===== src/hw/rtl/ttint_pkg.sv =====
package ttint_pkg;

    // Widths of the item fields.
    localparam int OHMS_W   = 16;
    localparam int TEMP_W   = 7;
    localparam int STATUS_W = 2;

    // The table holds at most this many entries, one every DEG_STEP degrees from 0.
    localparam int KNOWN_ENTRIES       = 25;
    localparam int DEF_TABLE_ENTRIES   = 25;
    localparam int DEF_QUEUE_DEPTH     = 2;
    localparam int SEG_W               = $clog2(KNOWN_ENTRIES);
    localparam int DEG_STEP            = 5;

    // Every resistance difference inside the table fits in DIFF_W bits, and the
    // scaled difference and every multiple of a segment span fit in PROD_W bits.
    localparam int DIFF_W = 13;
    localparam int PROD_W = 16;
    localparam int QUO_W  = $clog2(DEG_STEP + 1);

    typedef enum logic [STATUS_W-1:0] {
        RANGE_OK   = 2'd0,
        RANGE_COLD = 2'd1,
        RANGE_HOT  = 2'd2
    } t_range_status;

    // A classified beat passed from the front to the back.
    typedef struct packed {
        logic [OHMS_W-1:0] ohms;
        logic [SEG_W-1:0]  seg;
        t_range_status     status;
    } t_seg_item;

    // A finished result.
    typedef struct packed {
        logic [TEMP_W-1:0] temp;
        t_range_status     status;
    } t_result;

    // Resistance in ohms at each table entry, falling with temperature.
    function automatic logic [OHMS_W-1:0] table_ohms(input logic [SEG_W-1:0] idx);
        logic [OHMS_W-1:0] ohms;
        case (idx)
            5'd0:    ohms = 16'd5743;
            5'd1:    ohms = 16'd4627;
            5'd2:    ohms = 16'd3749;
            5'd3:    ohms = 16'd3053;
            5'd4:    ohms = 16'd2499;
            5'd5:    ohms = 16'd2056;
            5'd6:    ohms = 16'd1700;
            5'd7:    ohms = 16'd1412;
            5'd8:    ohms = 16'd1178;
            5'd9:    ohms = 16'd987;
            5'd10:   ohms = 16'd830;
            5'd11:   ohms = 16'd701;
            5'd12:   ohms = 16'd595;
            5'd13:   ohms = 16'd507;
            5'd14:   ohms = 16'd433;
            5'd15:   ohms = 16'd371;
            5'd16:   ohms = 16'd319;
            5'd17:   ohms = 16'd276;
            5'd18:   ohms = 16'd239;
            5'd19:   ohms = 16'd208;
            5'd20:   ohms = 16'd181;
            5'd21:   ohms = 16'd158;
            5'd22:   ohms = 16'd139;
            5'd23:   ohms = 16'd122;
            5'd24:   ohms = 16'd108;
            default: ohms = '0;
        endcase
        return ohms;
    endfunction

    // Temperature at each table entry.
    function automatic logic [TEMP_W-1:0] table_deg(input logic [SEG_W-1:0] idx);
        logic [TEMP_W-1:0] wide;
        wide = TEMP_W'(idx);
        return TEMP_W'(wide * TEMP_W'(DEG_STEP));
    endfunction

endpackage


===== src/hw/rtl/ttint_fifo.sv =====
module ttint_fifo
    import ttint_pkg::*;
#(
    parameter int W     = 8,
    parameter int DEPTH = DEF_QUEUE_DEPTH
) (
    input  logic         i_clk,
    input  logic         i_rst_n,
    input  logic         i_wr_en,
    input  logic [W-1:0] i_wr_data,
    output logic         o_full,
    input  logic         i_rd_en,
    output logic         o_empty,
    output logic [W-1:0] o_rd_data
);

    localparam int PTR_W = (DEPTH > 1) ? $clog2(DEPTH) : 1;
    localparam int CNT_W = $clog2(DEPTH + 1);

    logic [W-1:0]     r_mem [DEPTH];
    logic [PTR_W-1:0] r_wr_ptr, n_wr_ptr;
    logic [PTR_W-1:0] r_rd_ptr, n_rd_ptr;
    logic [CNT_W-1:0] r_count, n_count;
    logic             wr_fire, rd_fire;

    // Writes are refused while full, so a full queue never depends on the read side.
    assign o_full    = (r_count == CNT_W'(DEPTH));
    assign o_empty   = (r_count == '0);
    assign o_rd_data = r_mem[r_rd_ptr];
    assign wr_fire   = i_wr_en && !o_full;
    assign rd_fire   = i_rd_en && !o_empty;

    // Pointer and fill count update, wrapping at any depth.
    always_comb begin
        n_wr_ptr = r_wr_ptr;
        n_rd_ptr = r_rd_ptr;
        n_count  = r_count;
        if (wr_fire) begin
            n_wr_ptr = (r_wr_ptr == PTR_W'(DEPTH - 1)) ? '0 : r_wr_ptr + 1'b1;
        end
        if (rd_fire) begin
            n_rd_ptr = (r_rd_ptr == PTR_W'(DEPTH - 1)) ? '0 : r_rd_ptr + 1'b1;
        end
        if (wr_fire && !rd_fire) begin
            n_count = r_count + 1'b1;
        end else if (rd_fire && !wr_fire) begin
            n_count = r_count - 1'b1;
        end
    end

    always_ff @(posedge i_clk) begin
        if (!i_rst_n) begin
            r_wr_ptr <= '0;
            r_rd_ptr <= '0;
            r_count  <= '0;
        end else begin
            r_wr_ptr <= n_wr_ptr;
            r_rd_ptr <= n_rd_ptr;
            r_count  <= n_count;
        end
    end

    // Storage holds payload only.
    always_ff @(posedge i_clk) begin
        if (wr_fire) begin
            r_mem[r_wr_ptr] <= i_wr_data;
        end
    end

endmodule


===== src/hw/rtl/ttint_front.sv =====
module ttint_front
    import ttint_pkg::*;
#(
    parameter int USED_ENTRIES = DEF_TABLE_ENTRIES
) (
    input  logic              i_clk,
    input  logic              i_rst_n,
    input  logic              i_valid,
    input  logic [OHMS_W-1:0] i_ohms,
    output logic              o_ready,
    output logic              o_valid,
    output t_seg_item         o_item,
    input  logic              i_ready
);

    localparam logic [SEG_W-1:0] LAST = SEG_W'(USED_ENTRIES - 1);

    logic      r_valid, n_valid;
    t_seg_item r_item, n_item;
    logic      take;

    assign o_ready = !r_valid || i_ready;
    assign take    = i_valid && o_ready;
    assign o_valid = r_valid;
    assign o_item  = r_item;

    // Range check against both ends, then pick the lowest segment whose lower
    // end lies at or below the input: later matches in the downward scan win.
    always_comb begin
        n_item.ohms   = i_ohms;
        n_item.seg    = '0;
        n_item.status = RANGE_OK;
        if (i_ohms > table_ohms('0)) begin
            n_item.status = RANGE_COLD;
        end else if (i_ohms < table_ohms(LAST)) begin
            n_item.status = RANGE_HOT;
        end
        for (int j = USED_ENTRIES - 1; j >= 1; j--) begin
            if (i_ohms >= table_ohms(SEG_W'(j))) begin
                n_item.seg = SEG_W'(j - 1);
            end
        end
    end

    // Beat valid flag.
    always_comb begin
        n_valid = r_valid;
        if (take) begin
            n_valid = 1'b1;
        end else if (i_ready) begin
            n_valid = 1'b0;
        end
    end

    always_ff @(posedge i_clk) begin
        if (!i_rst_n) begin
            r_valid <= 1'b0;
        end else begin
            r_valid <= n_valid;
        end
    end

    always_ff @(posedge i_clk) begin
        if (take) begin
            r_item <= n_item;
        end
    end

endmodule


===== src/hw/rtl/ttint_back.sv =====
module ttint_back
    import ttint_pkg::*;
#(
    parameter int USED_ENTRIES = DEF_TABLE_ENTRIES
) (
    input  logic      i_clk,
    input  logic      i_rst_n,
    input  logic      i_valid,
    input  t_seg_item i_item,
    output logic      o_ready,
    output logic      o_valid,
    output t_result   o_result,
    input  logic      i_ready
);

    localparam logic [SEG_W-1:0]  LAST     = SEG_W'(USED_ENTRIES - 1);
    localparam logic [TEMP_W-1:0] HOT_TEMP = table_deg(LAST) + 1'b1;

    // Stage A: scaled offset into the segment and the segment span.
    logic              r_a_valid;
    logic [PROD_W-1:0] r_a_scaled;
    logic [DIFF_W-1:0] r_a_span;
    logic [TEMP_W-1:0] r_a_base;
    t_range_status     r_a_status;
    logic              a_ready;

    // Stage B: finished result.
    logic              r_b_valid;
    t_result           r_b_result;
    logic              b_ready;

    logic [OHMS_W-1:0] hi_ohms, lo_ohms;
    logic [DIFF_W-1:0] off, span;
    logic [PROD_W-1:0] scaled;
    logic [QUO_W-1:0]  quo;
    t_result           n_b_result;

    assign b_ready  = !r_b_valid || i_ready;
    assign a_ready  = !r_a_valid || b_ready;
    assign o_ready  = a_ready;
    assign o_valid  = r_b_valid;
    assign o_result = r_b_result;

    // The offset below the segment's upper resistance is scaled by the
    // temperature step; every segment spans the same number of degrees.
    always_comb begin
        hi_ohms = table_ohms(i_item.seg);
        lo_ohms = table_ohms(i_item.seg + 1'b1);
        off     = DIFF_W'(hi_ohms - i_item.ohms);
        span    = DIFF_W'(hi_ohms - lo_ohms);
        scaled  = PROD_W'(off) * PROD_W'(DEG_STEP);
    end

    // The quotient is at most the step, so it is found by comparing against
    // each multiple of the span. A flat segment gives its first temperature.
    always_comb begin
        quo = '0;
        if (r_a_span != '0) begin
            for (int k = 1; k <= DEG_STEP; k++) begin
                if (r_a_scaled >= PROD_W'(PROD_W'(r_a_span) * PROD_W'(k))) begin
                    quo = quo + 1'b1;
                end
            end
        end
        n_b_result.status = r_a_status;
        case (r_a_status)
            RANGE_COLD: n_b_result.temp = table_deg('0);
            RANGE_HOT:  n_b_result.temp = HOT_TEMP;
            default:    n_b_result.temp = r_a_base + TEMP_W'(quo);
        endcase
    end

    always_ff @(posedge i_clk) begin
        if (!i_rst_n) begin
            r_a_valid <= 1'b0;
            r_b_valid <= 1'b0;
        end else begin
            if (a_ready) begin
                r_a_valid <= i_valid;
            end
            if (b_ready) begin
                r_b_valid <= r_a_valid;
            end
        end
    end

    always_ff @(posedge i_clk) begin
        if (a_ready && i_valid) begin
            r_a_scaled <= scaled;
            r_a_span   <= span;
            r_a_base   <= table_deg(i_item.seg);
            r_a_status <= i_item.status;
        end
        if (b_ready && r_a_valid) begin
            r_b_result <= n_b_result;
        end
    end

endmodule


===== src/hw/rtl/thermistor_table_interpolator.sv =====
// Turns a thermistor resistance in ohms into a temperature in whole degrees
// Celsius by linear interpolation, truncated, over a fixed table of falling
// resistances at 5 degree steps from 0 C. A resistance above the first entry
// gives 0 with range_status 1 (cold); one below the last entry in use gives
// the last temperature plus one (121 for the full table) with range_status 2
// (hot); otherwise range_status is 0. TABLE_ENTRIES selects how many entries
// are used, clamped to 2..25. One sample is accepted and one result delivered
// in every cycle, while full stays low and pop is high with a result waiting.
// The sample passes five registers: the front register for range check and
// segment search (loaded at the accepting edge), one in the decoupling queue,
// two back stages for scaling and the quotient compare, and one in the output
// queue. Both queues hold QUEUE_DEPTH beats, two by default.
module thermistor_table_interpolator
    import ttint_pkg::*;
#(
    parameter int TABLE_ENTRIES = DEF_TABLE_ENTRIES,
    parameter int QUEUE_DEPTH   = DEF_QUEUE_DEPTH
) (
    input  logic                i_clk,
    input  logic                i_rst_n,
    input  logic                push,
    output logic                full,
    input  logic [OHMS_W-1:0]   i_resistance_ohms,
    output logic                empty,
    input  logic                pop,
    output logic [TEMP_W-1:0]   o_temperature_c,
    output logic [STATUS_W-1:0] o_range_status
);

    localparam int USED_ENTRIES = (TABLE_ENTRIES < 2) ? 2 :
                                  (TABLE_ENTRIES > KNOWN_ENTRIES) ? KNOWN_ENTRIES :
                                  TABLE_ENTRIES;

    logic      front_ready, front_valid;
    t_seg_item front_item;
    logic      mid_full, mid_empty;
    t_seg_item mid_item;
    logic      back_ready, back_valid;
    t_result   back_result;
    logic      out_full;
    t_result   out_result;

    assign full = !front_ready;

    // Front: range check and segment search.
    ttint_front #(
        .USED_ENTRIES(USED_ENTRIES)
    ) u_front (
        .i_clk   (i_clk),
        .i_rst_n (i_rst_n),
        .i_valid (push),
        .i_ohms  (i_resistance_ohms),
        .o_ready (front_ready),
        .o_valid (front_valid),
        .o_item  (front_item),
        .i_ready (!mid_full)
    );

    // Queue between front and back.
    ttint_fifo #(
        .W    ($bits(t_seg_item)),
        .DEPTH(QUEUE_DEPTH)
    ) u_mid_q (
        .i_clk     (i_clk),
        .i_rst_n   (i_rst_n),
        .i_wr_en   (front_valid),
        .i_wr_data (front_item),
        .o_full    (mid_full),
        .i_rd_en   (back_ready),
        .o_empty   (mid_empty),
        .o_rd_data (mid_item)
    );

    // Back: interpolation within the segment.
    ttint_back #(
        .USED_ENTRIES(USED_ENTRIES)
    ) u_back (
        .i_clk    (i_clk),
        .i_rst_n  (i_rst_n),
        .i_valid  (!mid_empty),
        .i_item   (mid_item),
        .o_ready  (back_ready),
        .o_valid  (back_valid),
        .o_result (back_result),
        .i_ready  (!out_full)
    );

    // Output queue holding finished results.
    ttint_fifo #(
        .W    ($bits(t_result)),
        .DEPTH(QUEUE_DEPTH)
    ) u_out_q (
        .i_clk     (i_clk),
        .i_rst_n   (i_rst_n),
        .i_wr_en   (back_valid),
        .i_wr_data (back_result),
        .o_full    (out_full),
        .i_rd_en   (pop),
        .o_empty   (empty),
        .o_rd_data (out_result)
    );

    assign o_temperature_c = out_result.temp;
    assign o_range_status  = out_result.status;

endmodule


===== config.mk =====
export PLATFORM = sky130hd
export DESIGN_NAME = thermistor_table_interpolator
export DESIGN_NICKNAME = d
export VERILOG_FILES = /design/src/hw/rtl/ttint_pkg.sv /design/src/hw/rtl/ttint_fifo.sv /design/src/hw/rtl/ttint_front.sv /design/src/hw/rtl/ttint_back.sv /design/src/hw/rtl/thermistor_table_interpolator.sv
export SDC_FILE = /design/constraint.sdc
export NUM_CORES = 1
export LEC_CHECK = 0
export BUFFER_PORTS_ARGS = -buffer_cell sky130_fd_sc_hd__buf_2
export CAP_MARGIN = 20
export CORE_UTILIZATION = 55
export DETAILED_ROUTE_END_ITERATION = 8
export PLACE_DENSITY_LB_ADDON = 0.05
export SLEW_MARGIN = 10
export SYNTH_ARGS = -nofsm -noshare
export SYNTH_HDL_FRONTEND = slang
export SYNTH_HIERARCHICAL = 1
export SYNTH_SLANG_ARGS = --single-unit

===== constraint.sdc =====
create_clock -name i_clk -period 6.3 [get_ports i_clk]
set_input_delay 0.63 -clock i_clk [delete_from_list [all_inputs] [get_ports i_clk]]
set_output_delay 0.63 -clock i_clk [all_outputs]
set_load 0.01 [all_outputs]

Word-level counts from Yosys, hierarchy flattened
Memories as Yosys holds them, arrays and structs flattened. A register that Yosys moved wholly into a read port is not among the register bits.
Cells that the tools add are included.
{ "totals": {"n_memories": 4, "ramBits": 64, "output_inout_bits": 11, "word_cells": 169, "regBits": 81, "romBits": 832, "inputBits": 20} }
{ "classes": {"n_eq_ne": 5, "multipliers": 4, "n_lt_le_gt_ge": 31, "reduce_logical": 34, "add_sub_neg": 16, "mux": 53} }
{ "mem_list": {"columns": ["memory", "depth", "word_bits", "read_ports", "rd_ports_with_merged_regs", "write_ports", "line", "text"], "rows": [
  ["(name not given)", 32, 13, 1, 0, 0, "ttint_pkg.sv:43", "case (idx)"],
  ["(name not given)", 32, 13, 1, 0, 0, "ttint_pkg.sv:43", null],
  ["u_mid_q.r_mem", 2, 23, 1, 1, 1, "ttint_fifo.sv:20", "logic [W-1:0] r_mem [DEPTH];"],
  ["u_out_q.r_mem", 2, 9, 1, 1, 1, "ttint_fifo.sv:20", null]
]} }
{ "ops": {"columns": ["op", "n"], "rows": [
  [">= comparator 16 x 8 -> 1 bit (second input constant)", 5],
  [">= comparator 16 x 9 -> 1 bit (second input constant)", 5],
  [">= comparator 16 x 10 -> 1 bit (second input constant)", 4],
  [">= comparator 16 x 12 -> 1 bit (second input constant)", 4],
  [">= comparator 16 x 11 -> 1 bit (second input constant)", 3],
  ["two-way mux 5 bit", 8],
  ["two-way mux 3 bit", 13],
  [">= comparator 16 x 15 -> 1 bit", 2],
  [">= comparator 16 x 7 -> 1 bit (second input constant)", 2],
  ["multiplier 13 x 3 -> 16 bit (second input constant)", 2],
  ["two-way mux 4 bit", 8],
  ["subtractor 13 bit", 2],
  [">= comparator 16 x 13 -> 1 bit", 1],
  [">= comparator 16 x 13 -> 1 bit (second input constant)", 1],
  [">= comparator 16 x 14 -> 1 bit", 1],
  [">= comparator 16 bit", 1],
  ["> comparator 16 x 13 -> 1 bit (second input constant)", 1],
  ["< comparator 16 x 7 -> 1 bit (second input constant)", 1],
  ["two-way mux 1 bit", 16],
  ["OR reduction 16 bit", 1],
  ["multiplier 13 x 2 -> 15 bit (second input constant)", 1],
  ["two-way mux 2 bit", 7],
  ["case mux 7 bit (2 select lines)", 1],
  ["nonzero test 13 bit", 1],
  ["other kinds (18)", 52]
]} }

Depth between registers and ports, before layout
Gate-level depths: netlist (run 1).
{ "logic_depth": {"word_depth": 24, "mapped_depth": 27, "depth_no_buf": 27} }

Hierarchy
Netlist (run 1), hierarchy kept.
{ "by_module_without_submodules": {"columns": ["module", "area_per_inst_um2", "seq_area_each_um2", "n_inst", "cells_per_inst"], "rows": [
  ["ttint_back", 7593.5, 1451.4, 1, 869],
  ["ttint_fifo at u_mid_q", 1884.3, 1481.4, 1, 96],
  ["ttint_front", 1556.5, 710.7, 1, 170],
  ["ttint_fifo at u_out_q", 880.8, 640.6, 1, 53],
  ["thermistor_table_interpolator", 15.0, 0.0, 1, 4]
]} }

Worst setup path before layout (run 1)
Ideal clock, no wire load.
{ "synth_timing": {"path_type": "flip-flop to flip-flop", "startpoint": "reg u_back.r_a_span[0]", "endpoint": "reg u_back.r_b_result (netlist bit u_back/o_result[7]), data pin", "path_slack_ns": 0.606, "synth_period_minus_slack_ns": 5.694, "path_stages_with_launch": 28, "t_arrival_ns": 5.428, "path_buffers": 0, "setup_time_ns": 0.267, "required_time_ns": 6.033, "cell_sequence": "edfxtp_1 -> ha_1 -> fa_1 -> a21o_1 -> a21oi_1 -> nor2b_1 -> o21ai_0 -> nor2b_1 -> xor2_1 -> ha_1 -> and2_1 -> a221oi_1 -> o21ai_1 -> a21oi_1 -> nor2b_1 -> o32a_1 -> ha_1 -> mux2_2 -> ha_1 -> nand2_1 -> mux2i_1 -> a31o_1 -> ha_1 -> a21o_1 -> a21oi_1 -> nor2_1 -> xnor2_1 -> a21oi_1"} }
{ "synth_rtl": {"columns": ["item", "line", "text"], "rows": [
  ["start: declaration", "ttint_back.sv:22", "logic [DIFF_W-1:0] r_a_span;"],
  ["start signal: assignment", "ttint_back.sv:90", "r_a_span <= span;"],
  ["end signal: assignment", "ttint_back.sv:95", "r_b_result <= n_b_result;"],
  ["end: declaration", "ttint_back.sv:29", "t_result r_b_result;"]
]} }

==> out/metrics.sh, run 1 <==
STATUS='finished, final reports clean'
GP_CONGESTION=0.909
DRT_PASS1_ITERATIONS=5
DETAILED_PLACE_HPWL_MM=19.4
AREA_GROWTH_SYN_TO_LAYOUT_PCT=9.58
GRT_PASS1_WL_MM=41.5
CP_NUM_CELLS=27
TIMING.REG2REG.SETUP_SLACK_NS=0.32
STARTING_UTILIZATION_OF_THE_CORE_AREA=0.567
VIA_COUNT_OF_THE_FIRST_GLOBAL_ROUTING_PASS=8436
YOSYSWARNINGS=6
WORST_SETUP_HOLD_PATH_CLK_SLEW_NS=0.07
FIN_UTIL=0.622
GRT_ANTENNA_BEFORE_REPAIR=0
IO-PIN-COUNT=31
SLEW_HEADROOM=0.319
CRIT_PATH_START_KIND='flop'
PRECTSSETUPSLACK_NS=0.193
SYNTHESIS.INSTANCES=1180
CTS_SINKS=138
POSTSYNTHNETCOUNT=1391
FINALNETCOUNT=1416
RR_STARTPOINT='u_back/r_a_span[0]'
FINALCLOCKSKEW_NS=0.0203
CTS_HOLD_REPAIR.BUFFERS=0
VIAS=8804
SETUP.WORST_PATH.CLASS='flop to flop'
HOLDCRITPATHCLASS='input pin to flop'
CORE-AREA_UM2=20500
SYNTHESIS.AREA_PER_INSTANCE_UM2=9.85
CTS_TREE='yes'
LAYOUT_WORST_PATH_CYCLE_SHARE=0.950
CTS_BUFFERS=17
WORST_PATH_MAX_DELAY_CELL='sky130_fd_sc_hd__fa_1'
WP_DATA_REQUIRED_NS=6.47
MAX_FREQ_MHz=167
NUMBER_OF_ANTENNA_DIODES=0
DRIVE_GT1_FRAC=0.117
DRV.MAX_CAP_VIOLATION_COUNT=0
INITIALDRTVIOLATIONCOUNT=467
POST_ROUTE_DRC_VIOLATION_COUNT=0
DIE_WIDTH_UM=147
CRIT_END='u_back/o_result[7]'
GRT.TOTAL_USAGE=0.241
POST_DRT_WL_PER_CELL_UM=17.1
ANT_NETS=0
POSTROUTEWIRELENGTH_MM=25.5
PORT-BUFFER-COUNT=30
HOLD_VIO_CNT_FINAL=0
DESIGN.DIE.AREA_UM2=21700
CRITICAL-PATH-TOP-DELAY-FAMILY='compound AO/OA/AOI/OAI gates'
REG2REG_TO='u_back/o_result[7]'
WORST_EP_ARRIVAL_TIME_NS=6.15
TIMING.FINAL.SETUP_VIOLATIONS=0
CP-END-KIND='flop'
FINAL_CRITICAL_PATH_SETUP_SLACK_NS=0.317
DIE_Y_UM=147
POST_SYNTH_INSTANCE_AREA_UM2=11600
PATH_MAX_FANOUT=4
PLACEMENT_ROWS=52
CRIT_BUF_INV=0
CLOCK_TREE.HTREE_LEVEL_COUNT=4
FF2FF_PATH_DEPTH=27
TIGHTESTPINTRANSITION_NS=1.02
TIMING.FINAL.MAX_SLEW_VIOLATIONS=0
WORST_PATH_MOST_REPEATED_CELL='sky130_fd_sc_hd__ha_1'
FILLER_CELL_COUNT=1741
CRIT_PATH_START='u_back/r_a_span[0]'
CLOCKBUFFERDEPTH=2
WORST_PATH_LARGEST_CELL_DELAY_NS=0.40
CLKLATENCYLATEPIN_NS=0.43
FIN_CRIT_NS=5.98
GRT-OVFL-TOTAL=0
ROOT_BUFFER='sky130_fd_sc_hd__clkbuf_16'
PIN_COUNT_OF_THE_BIGGEST_NET_ENTERING_GLOBAL_ROUTING=39
VIAS_PER_CELL=5.92
area by class of cell:
class | instances | area, um^2 | area share
clock buffers | 17 | 425 | 0.0334
repair buffers | 47 | 278 | 0.0218
inverters | 78 | 293 | 0.0230
well taps | 270 | 338 | 0.0265
clock inverters | 15 | 186 | 0.0146
multi-input cells | 923 | 7210 | 0.566
flip-flops and latches | 138 | 4010 | 0.315
metal layers:
metal	vias up	global-route usage	share of wire
li1	4493	-	-
met1	4098	0.324	0.48
met5	-	0	0
met4	0	0.0660	0.016
met2	183	0.406	0.47
met3	30	0.0349	0.034
cells in the final DEF (no fill, tap or decap), types with 10 or more instances in the layout:
cell                        instances
sky130_fd_sc_hd__nor2b_1           21
sky130_fd_sc_hd__inv_1             75
sky130_fd_sc_hd__nand2b_1          14
sky130_fd_sc_hd__a21o_1            17
sky130_fd_sc_hd__a21oi_1           84
sky130_fd_sc_hd__o211ai_1          18
sky130_fd_sc_hd__buf_2             30
sky130_fd_sc_hd__dfxtp_1           13
sky130_fd_sc_hd__o21a_1            21
sky130_fd_sc_hd__edfxtp_1         125
sky130_fd_sc_hd__o21ai_0           68
sky130_fd_sc_hd__nor4_1            10
sky130_fd_sc_hd__ha_1             184
sky130_fd_sc_hd__and2_1            13
sky130_fd_sc_hd__nand3_1           22
sky130_fd_sc_hd__mux2_2            30
sky130_fd_sc_hd__xnor2_1           36
sky130_fd_sc_hd__nor2_1            75
sky130_fd_sc_hd__clkbuf_16         17
sky130_fd_sc_hd__or3_1             11
sky130_fd_sc_hd__buf_4             17
sky130_fd_sc_hd__xor2_1            25
sky130_fd_sc_hd__nor3_1            20
sky130_fd_sc_hd__o31ai_1           11
sky130_fd_sc_hd__nand2_1           70
sky130_fd_sc_hd__a31oi_1           14
registers in the layout, indices dropped and copies added, names as in the netlist, named ones only:
name and cells:
u_mid_q/r_count 2, u_back/o_result 9, u_back/r_a_scaled 16, u_mid_q/r_wr_ptr 1, u_out_q/r_wr_ptr 1, u_out_q/r_rd_ptr 1, u_back/r_a_status 2, u_mid_q/r_mem 40
u_front/o_item 20, u_back/r_a_span 13, u_out_q/r_mem 18, u_out_q/r_count 2, u_back/r_a_base 7, u_mid_q/r_rd_ptr 1, u_back/r_a_valid 1, u_back/o_valid 1
u_front/o_valid 1
stage by stage:
step / cells / setup TNS (ns) / hold slack (ns) / instance area, um^2
floorplan: 1180 / 0 / 0.421 / 11600
finish: 1488 / 0 / 0.423 / 12700
global placement: 1455 / 0 / 0.423 / 12100
global route: 1488 / -0.0223 / 0.413 / 12700
detailed placement: 1455 / 0 / 0.431 / 12100
CTS: 1487 / 0 / 0.408 / 12700
how the worst min path moves through the flow:
stage                                from                   end  slack [ns]  cells past startpoint
floorplan               u_front/o_item[0]   u_mid_q/r_mem[0][0]        0.42                      0
global placement        u_front/o_item[3]   u_mid_q/r_mem[0][3]        0.42                      0
detailed placement     u_front/o_item[10]  u_mid_q/r_mem[0][10]        0.43                      0
CTS                 i_resistance_ohms[12]    u_front/o_item[19]        0.41                      1
global route        i_resistance_ohms[12]    u_front/o_item[19]        0.41                      1
finish              i_resistance_ohms[12]    u_front/o_item[19]        0.42                      1
repair_timing:
item,4_1_cts,5_1_grt
endpoints found under the setup margin,0,4
buffers inserted,0,1
resized for setup,0,11
Power of run 1 is left out: the tool's default activity adds up to more than one toggle a clock period on the data nets, which glitch-free logic cannot reach.
==> run 2: changes to the inputs <==
- RECOVER_POWER: default -> 25
==> out/metrics.sh, run 2 (same netlist as run 1, synthesis figures left out) <==
CTS_SINKS=138  # unchanged
DIE_WIDTH_UM=147  # unchanged
HOLD_VIO_CNT_FINAL=0  # unchanged
WORST_PATH_MOST_REPEATED_CELL='sky130_fd_sc_hd__ha_1'  # unchanged
WORST_EP_ARRIVAL_TIME_NS=6.15  # about the same
WP_DATA_REQUIRED_NS=6.47  # about the same
POST_ROUTE_DRC_VIOLATION_COUNT=0  # unchanged
GRT_UTIL_MET2=0.406  # unchanged
SLEW_HEADROOM=0.320  # was 0.319
TIMING.FINAL.SETUP_VIOLATIONS=0  # unchanged
ANT_NETS=0  # unchanged
MIN_FROM='u_front/o_item[12]'  # was i_resistance_ohms[12]
POSTROUTEWIRELENGTH_MM=25.4  # was 25.5 mm
GRT_UTIL_MET3=0.0349  # unchanged
MIN_DELAY_PATH_DEPTH=0  # was 1
MAX_FREQ_MHz=167  # unchanged
LAYOUT_WORST_PATH_CYCLE_SHARE=0.950  # about the same
RR_STARTPOINT='u_back/r_a_span[0]'  # unchanged
WORST_HOLD_PATH.ENDPOINT='u_mid_q/r_mem[1][12]'  # was u_front/o_item[19]
GP_CONGESTION=0.909  # unchanged
GRT.TOTAL_USAGE=0.241  # unchanged
FINALSETUPTNS_NS=0  # unchanged
TIMING.FINAL.MAX_SLEW_VIOLATIONS=0  # unchanged
TIMING.REG2REG.SETUP_SLACK_NS=0.32  # about the same
DIE_Y_UM=147  # unchanged
CLOCKBUFFERDEPTH=2  # unchanged
CTS_BUFFERS=17  # unchanged
PLACEMENT_ROWS=52  # unchanged
VIAS=8789  # was 8804
STARTING_UTILIZATION_OF_THE_CORE_AREA=0.567  # unchanged
ROOT_BUFFER='sky130_fd_sc_hd__clkbuf_16'  # unchanged
WORST_PATH_MAX_DELAY_CELL='sky130_fd_sc_hd__fa_1'  # unchanged
DRIVE_GT1_FRAC=0.110  # was 0.117
GRT_ANTENNA_BEFORE_REPAIR=0  # unchanged
HOLDCRITPATHCLASS='flop to flop'  # was input pin to flop
AREA_GROWTH_SYN_TO_LAYOUT_PCT=9.48  # was 9.58%
WORST_SETUP_HOLD_PATH_CLK_SLEW_NS=0.07  # about the same
DRT_PASS1_ITERATIONS=5  # unchanged
IO-PIN-COUNT=31  # unchanged
DETAILED_PLACE_HPWL_MM=19.4  # unchanged
GLOBAL_ROUTE.PEAK_USAGE_LAYER='met2'  # unchanged
GRT_PASS1_WL_MM=41.5  # unchanged
PORT-BUFFER-COUNT=30  # unchanged
CRIT_PATH_START_KIND='flop'  # unchanged
REG2REG_TO='u_back/o_result[7]'  # unchanged
VIAS_PER_CELL=5.91  # was 5.92
GRT-OVFL-TOTAL=0  # unchanged
WORST_PATH_LARGEST_CELL_DELAY_NS=0.40  # about the same
CTS_TREE='yes'  # unchanged
FINALNETCOUNT=1416  # unchanged
FF2FF_PATH_DEPTH=27  # unchanged
STATUS='finished, final reports clean'  # unchanged
NUMBER_OF_ANTENNA_DIODES=0  # unchanged
MAX_FLOP_REGISTER='u_mid_q/r_mem'  # unchanged
MOSTFREQUENTLAYOUTCELL='sky130_fd_sc_hd__ha_1'  # unchanged
PIN_COUNT_OF_THE_BIGGEST_NET_ENTERING_GLOBAL_ROUTING=39  # unchanged
VIA_COUNT_OF_THE_FIRST_GLOBAL_ROUTING_PASS=8436  # unchanged
PATH_MAX_FANOUT=4  # unchanged
INITIALDRTVIOLATIONCOUNT=467  # unchanged
SETUP.WORST_PATH.CLASS='flop to flop'  # unchanged
FIN_CRIT_NS=5.98  # about the same
CP-END-KIND='flop'  # unchanged
FINALCLOCKSKEW_NS=0.0203  # about the same
DESIGN.DIE.AREA_UM2=21700  # unchanged
CLOCK_TREE.HTREE_LEVEL_COUNT=4  # unchanged
FINAL_CELL_MIX='sky130_fd_sc_hd__ha_1 (184), sky130_fd_sc_hd__edfxtp_1 (125), sky130_fd_sc_hd__a21oi_1 (84)'  # unchanged
CORE-AREA_UM2=20500  # unchanged
LARGEST_REG_FLOPS=40  # unchanged
CTS_HOLD_REPAIR.BUFFERS=0  # unchanged
DRV.MAX_CAP_VIOLATION_COUNT=0  # unchanged
CLKLATENCYLATEPIN_NS=0.43  # about the same
POST_DRT_WL_PER_CELL_UM=17.1  # about the same
GLOBAL_ROUTE.USAGE.MET1=0.324  # unchanged
TIGHTESTPINTRANSITION_NS=1.02  # about the same
run 2: worst max path at each step:
stage / startpoint / to / slack, ns / depth (start not counted)
floorplan: u_back/r_a_span[0] / u_back/o_result[7] / 0.61 / 27
global placement: u_back/r_a_span[0] / u_back/o_result[7] / 0.30 / 27
detailed placement: u_back/r_a_span[0] / u_back/o_result[7] / 0.19 / 27
CTS: u_back/r_a_span[0] / u_back/o_result[7] / 0.17 / 27
global route: u_back/r_a_span[0] / u_back/o_result[7] / -0.02 / 27
finish: u_back/r_a_span[0] / u_back/o_result[7] / 0.32 / 27
run 2: repair_timing:
action,CTS,global route
setup endpoints to repair,0,4
gates resized for setup,0,11
setup buffers,0,1
endpoints found under the hold margin,0,0
run 2: cell type report:
type                    instances  area [um^2]
clock buffers                  17          425
fillers                      1745         7770
clock inverters                15          186
flip-flops and latches        138         4010
repair buffers                 47          267
multi-input cells             923         7210
inverters                      78          293
well taps                     270          338
run 2: critical path, delay by kind of cell (launching register included):
kind / cells / cell delay, ns
fa+ha+maj: 6 / 1.75
mux: 2 / 0.35
simple gates: 6 / 0.66
flops: 1 / 0.39
xor+xnor: 2 / 0.29
compound gates: 11 / 2.26
run 2: metal layers:
metal | part of all wire | vias to the layer above | wire length [um]
li1 | - | 4499 | -
met1 | 0.47 | 4086 | 12100
met2 | 0.47 | 178 | 12100
met3 | 0.036 | 26 | 921
met4 | 0.016 | 0 | 399
met5 | 0 | - | 0
run 2: stage by stage:
step / utilization / instances / instance area (um^2) / setup WS (ns) / hold slack [ns]
final: 0.621 / 1488 / 12700 / 0.317 / 0.443
after global routing: 0.621 / 1488 / 12700 / -0.0223 / 0.456
after CTS: 0.619 / 1487 / 12700 / 0.172 / 0.408
after detailed placement: 0.589 / 1455 / 12100 / 0.193 / 0.431
after global placement: 0.589 / 1455 / 12100 / 0.300 / 0.423
after floorplan: - / 1180 / 11600 / 0.606 / 0.421
Power of run 2 is left out for the same reason.
==> run 3: changes to the inputs <==
- PLACE_DENSITY: default -> 0.72
- PLACE_DENSITY_LB_ADDON: 0.05 -> default
==> out/metrics.sh, run 3 (same netlist as run 1, synthesis figures left out) <==
STATUS='finished, final reports clean'  # unchanged
FINALNETCOUNT=1414  # was 1416
CRITICAL-PATH-TOP-DELAY-FAMILY='adder cells'  # was compound AO/OA/AOI/OAI gates
GP_CONGESTION=0.953  # was 0.909
DIE_WIDTH_UM=147  # unchanged
PORT-BUFFER-COUNT=30  # unchanged
CTS_BUFFERS=17  # unchanged
POST_ROUTE_DRC_VIOLATION_COUNT=0  # unchanged
SLEW_HEADROOM=0.338  # was 0.320
DRIVE_GT1_FRAC=0.109  # was 0.110
CTS_HOLD_REPAIR.BUFFERS=0  # unchanged
WORST_EP_ARRIVAL_TIME_NS=6.19  # was 6.15 ns
CRIT_BUF_INV=1  # was 0
DESIGN.DIE.AREA_UM2=21700  # unchanged
DP_CELLS=1450  # was 1455
DRV.MAX_CAP_VIOLATION_COUNT=0  # unchanged
TIMING.FINAL.MAX_SLEW_VIOLATIONS=0  # unchanged
PATH_MAX_FANOUT=5  # was 4
FF2FF_PATH_DEPTH=26  # was 27
PLACEMENT_ROWS=52  # unchanged
INITIALDRTVIOLATIONCOUNT=532  # was 467
POST_DRT_WL_PER_CELL_UM=16.9  # was 17.1 um
GRT.TOTAL_USAGE=0.238  # was 0.241
CTS_TREE='yes'  # unchanged
FINAL_CELL_MIX='sky130_fd_sc_hd__ha_1 (184), sky130_fd_sc_hd__edfxtp_1 (125), sky130_fd_sc_hd__a21oi_1 (83)'  # was sky130_fd_sc_hd__ha_1 (184), sky130_fd_sc_hd__edfxtp_1 (125), sky130_fd_sc_hd__a21oi_1 (84)
LARGEST_REG_FLOPS=40  # unchanged
STARTING_UTILIZATION_OF_THE_CORE_AREA=0.567  # unchanged
CLOCKBUFFERDEPTH=2  # unchanged
MET3_WIRELENGTH_UM=830  # was 921 um
WORST_PATH_LARGEST_CELL_DELAY_NS=0.46  # was 0.40 ns
MAX_FLOP_REGISTER='u_mid_q/r_mem'  # unchanged
ROOT_BUFFER='sky130_fd_sc_hd__clkbuf_16'  # unchanged
WORST_PATH_MOST_REPEATED_CELL='sky130_fd_sc_hd__ha_1'  # unchanged
WORST_PATH_MAX_DELAY_CELL='sky130_fd_sc_hd__edfxtp_1'  # was sky130_fd_sc_hd__fa_1
CLKLATENCYLATEPIN_NS=0.42  # was 0.43 ns
SETUP.WORST_PATH.CLASS='flop to flop'  # unchanged
DRT_PASS1_ITERATIONS=5  # unchanged
LAYOUT_WORST_PATH_CYCLE_SHARE=0.957  # was 0.950
MIN_DELAY_PATH_DEPTH=0  # unchanged
GRT-OVFL-TOTAL=0  # unchanged
MET1_LENGTH_MM=11.4  # was 12.1 mm
FINALCLOCKSKEW_NS=0.0114  # was 0.0203 ns
DIE_Y_UM=147  # unchanged
VIAS_PER_CELL=5.96  # was 5.91
GRT_PASS1_WL_MM=41.1  # was 41.5 mm
TIGHTESTPINTRANSITION_NS=0.993  # was 1.02 ns
NUMBER_OF_ANTENNA_DIODES=0  # unchanged
WP_DATA_REQUIRED_NS=6.46  # was 6.47 ns
CP-END-KIND='flop'  # unchanged
IO-PIN-COUNT=31  # unchanged
WL_MET2_MM=12.1  # about the same
AREA_GROWTH_SYN_TO_LAYOUT_PCT=9.03  # was 9.48%
FIN_CRIT_NS=6.03  # was 5.98 ns
MOSTFREQUENTLAYOUTCELL='sky130_fd_sc_hd__ha_1'  # unchanged
MAX_FREQ_MHz=166  # was 167 MHz
CLOCK_TREE.HTREE_LEVEL_COUNT=4  # unchanged
CORE-AREA_UM2=20500  # unchanged
POSTROUTEWIRELENGTH_MM=25.1  # was 25.4 mm
CRIT_PATH_START='u_back/r_a_span[1]'  # was u_back/r_a_span[0]
GRT_ANTENNA_BEFORE_REPAIR=0  # unchanged
VIA_COUNT_OF_THE_FIRST_GLOBAL_ROUTING_PASS=8521  # was 8436
CRIT_PATH_START_KIND='flop'  # unchanged
HOLDCRITPATHCLASS='flop to flop'  # unchanged
RR_STARTPOINT='u_back/r_a_span[1]'  # was u_back/r_a_span[0]
TIMING.FINAL.SETUP_VIOLATIONS=0  # unchanged
MAXUSEDROUTINGLAYER='met4'  # unchanged
FIN_CELLS=1486  # was 1488
PIN_COUNT_OF_THE_BIGGEST_NET_ENTERING_GLOBAL_ROUTING=39  # unchanged
MIN_FROM='u_back/o_result[2]'  # was u_front/o_item[12]
ANT_NETS=0  # unchanged
VIAS=8862  # was 8789
CP_NUM_CELLS=26  # was 27
WORST_SETUP_HOLD_PATH_CLK_SLEW_NS=0.06  # was 0.07 ns
CTS_SINKS=138  # unchanged
HOLD_VIO_CNT_FINAL=0  # unchanged
DETAILED_PLACE_HPWL_MM=19.0  # was 19.4 mm
==> run 3: changes by cell type in the layout (fill, tap and decap cells not counted), sizes merged <==
cell	change
inv	-1
clkinvlp	+3
clkinv	-2
buf	-2
==> run 3: area by class of cell <==
cell class | instances | area [um^2]
Clock buffer | 17 | 425
Clock inverter | 15 | 133
Fill cell | 1695 | 7820
Inverter | 78 | 293
Multi-Input combinational cell | 923 | 7220
Sequential cell | 138 | 4010
Tap cell | 270 | 338
Timing Repair Buffer | 45 | 251
==> run 3: worst register-to-register path: stages (launching register included) <==
cell and delay [ns]:
sky130_fd_sc_hd__edfxtp_1 0.46, sky130_fd_sc_hd__ha_1 0.25, sky130_fd_sc_hd__fa_1 0.42, sky130_fd_sc_hd__a21o_1 0.22, sky130_fd_sc_hd__a21oi_2 0.17, sky130_fd_sc_hd__nor2b_1 0.08, sky130_fd_sc_hd__o21ai_2 0.17, sky130_fd_sc_hd__a31oi_2 0.16
sky130_fd_sc_hd__nor4bb_1 0.18, sky130_fd_sc_hd__nor3_1 0.22, sky130_fd_sc_hd__ha_1 0.28, sky130_fd_sc_hd__a21oi_1 0.17, sky130_fd_sc_hd__o211ai_2 0.20, sky130_fd_sc_hd__buf_4 0.20, sky130_fd_sc_hd__o41ai_2 0.21, sky130_fd_sc_hd__and3b_4 0.26
sky130_fd_sc_hd__ha_1 0.28, sky130_fd_sc_hd__mux2_2 0.27, sky130_fd_sc_hd__ha_1 0.27, sky130_fd_sc_hd__nand2_1 0.04, sky130_fd_sc_hd__mux2i_1 0.17, sky130_fd_sc_hd__a31oi_1 0.09, sky130_fd_sc_hd__fa_2 0.41, sky130_fd_sc_hd__nor2b_2 0.17
sky130_fd_sc_hd__o2111ai_1 0.15, sky130_fd_sc_hd__xor2_1 0.17, sky130_fd_sc_hd__a21oi_1 0.10
==> run 3: worst paths after layout <==
check                           slack [ns]                   to
worst min register to register        0.44  u_out_q/r_mem[1][2]
worst max-delay path                  0.27   u_back/o_result[8]
worst min-delay path                  0.44  u_out_q/r_mem[1][2]
worst max register to register        0.27   u_back/o_result[8]
==> run 3: repair_timing <==
item,in CTS,in global routing
hold endpoints to repair,0,0
gates resized for setup,0,15
setup endpoints to repair,0,5
buffers inserted,0,4
==> run 3: metal layers <==
| metal | vias up | GRT usage |
|---|---|---|
| li1 | 4471 | - |
| met5 | - | 0 |
| met3 | 54 | 0.0352 |
| met4 | 0 | 0.103 |
| met1 | 4149 | 0.300 |
| met2 | 188 | 0.406 |
==> run 3: through the flow <==
stage          cell area (um^2)  worst slack [ns]  hold slack (ns)  setup TNS, ns   util
2_1_floorplan             11600             0.606            0.421              0      -
3_3_place_gp              12000             0.265            0.422              0  0.587
3_5_place_dp              12000            0.0750            0.429              0  0.587
4_1_cts                   12600            0.0114            0.443              0  0.614
5_1_grt                   12700           -0.0875            0.453         -0.153  0.618
6_report                  12700             0.272            0.443              0  0.618
Power of run 3 is left out for the same reason.
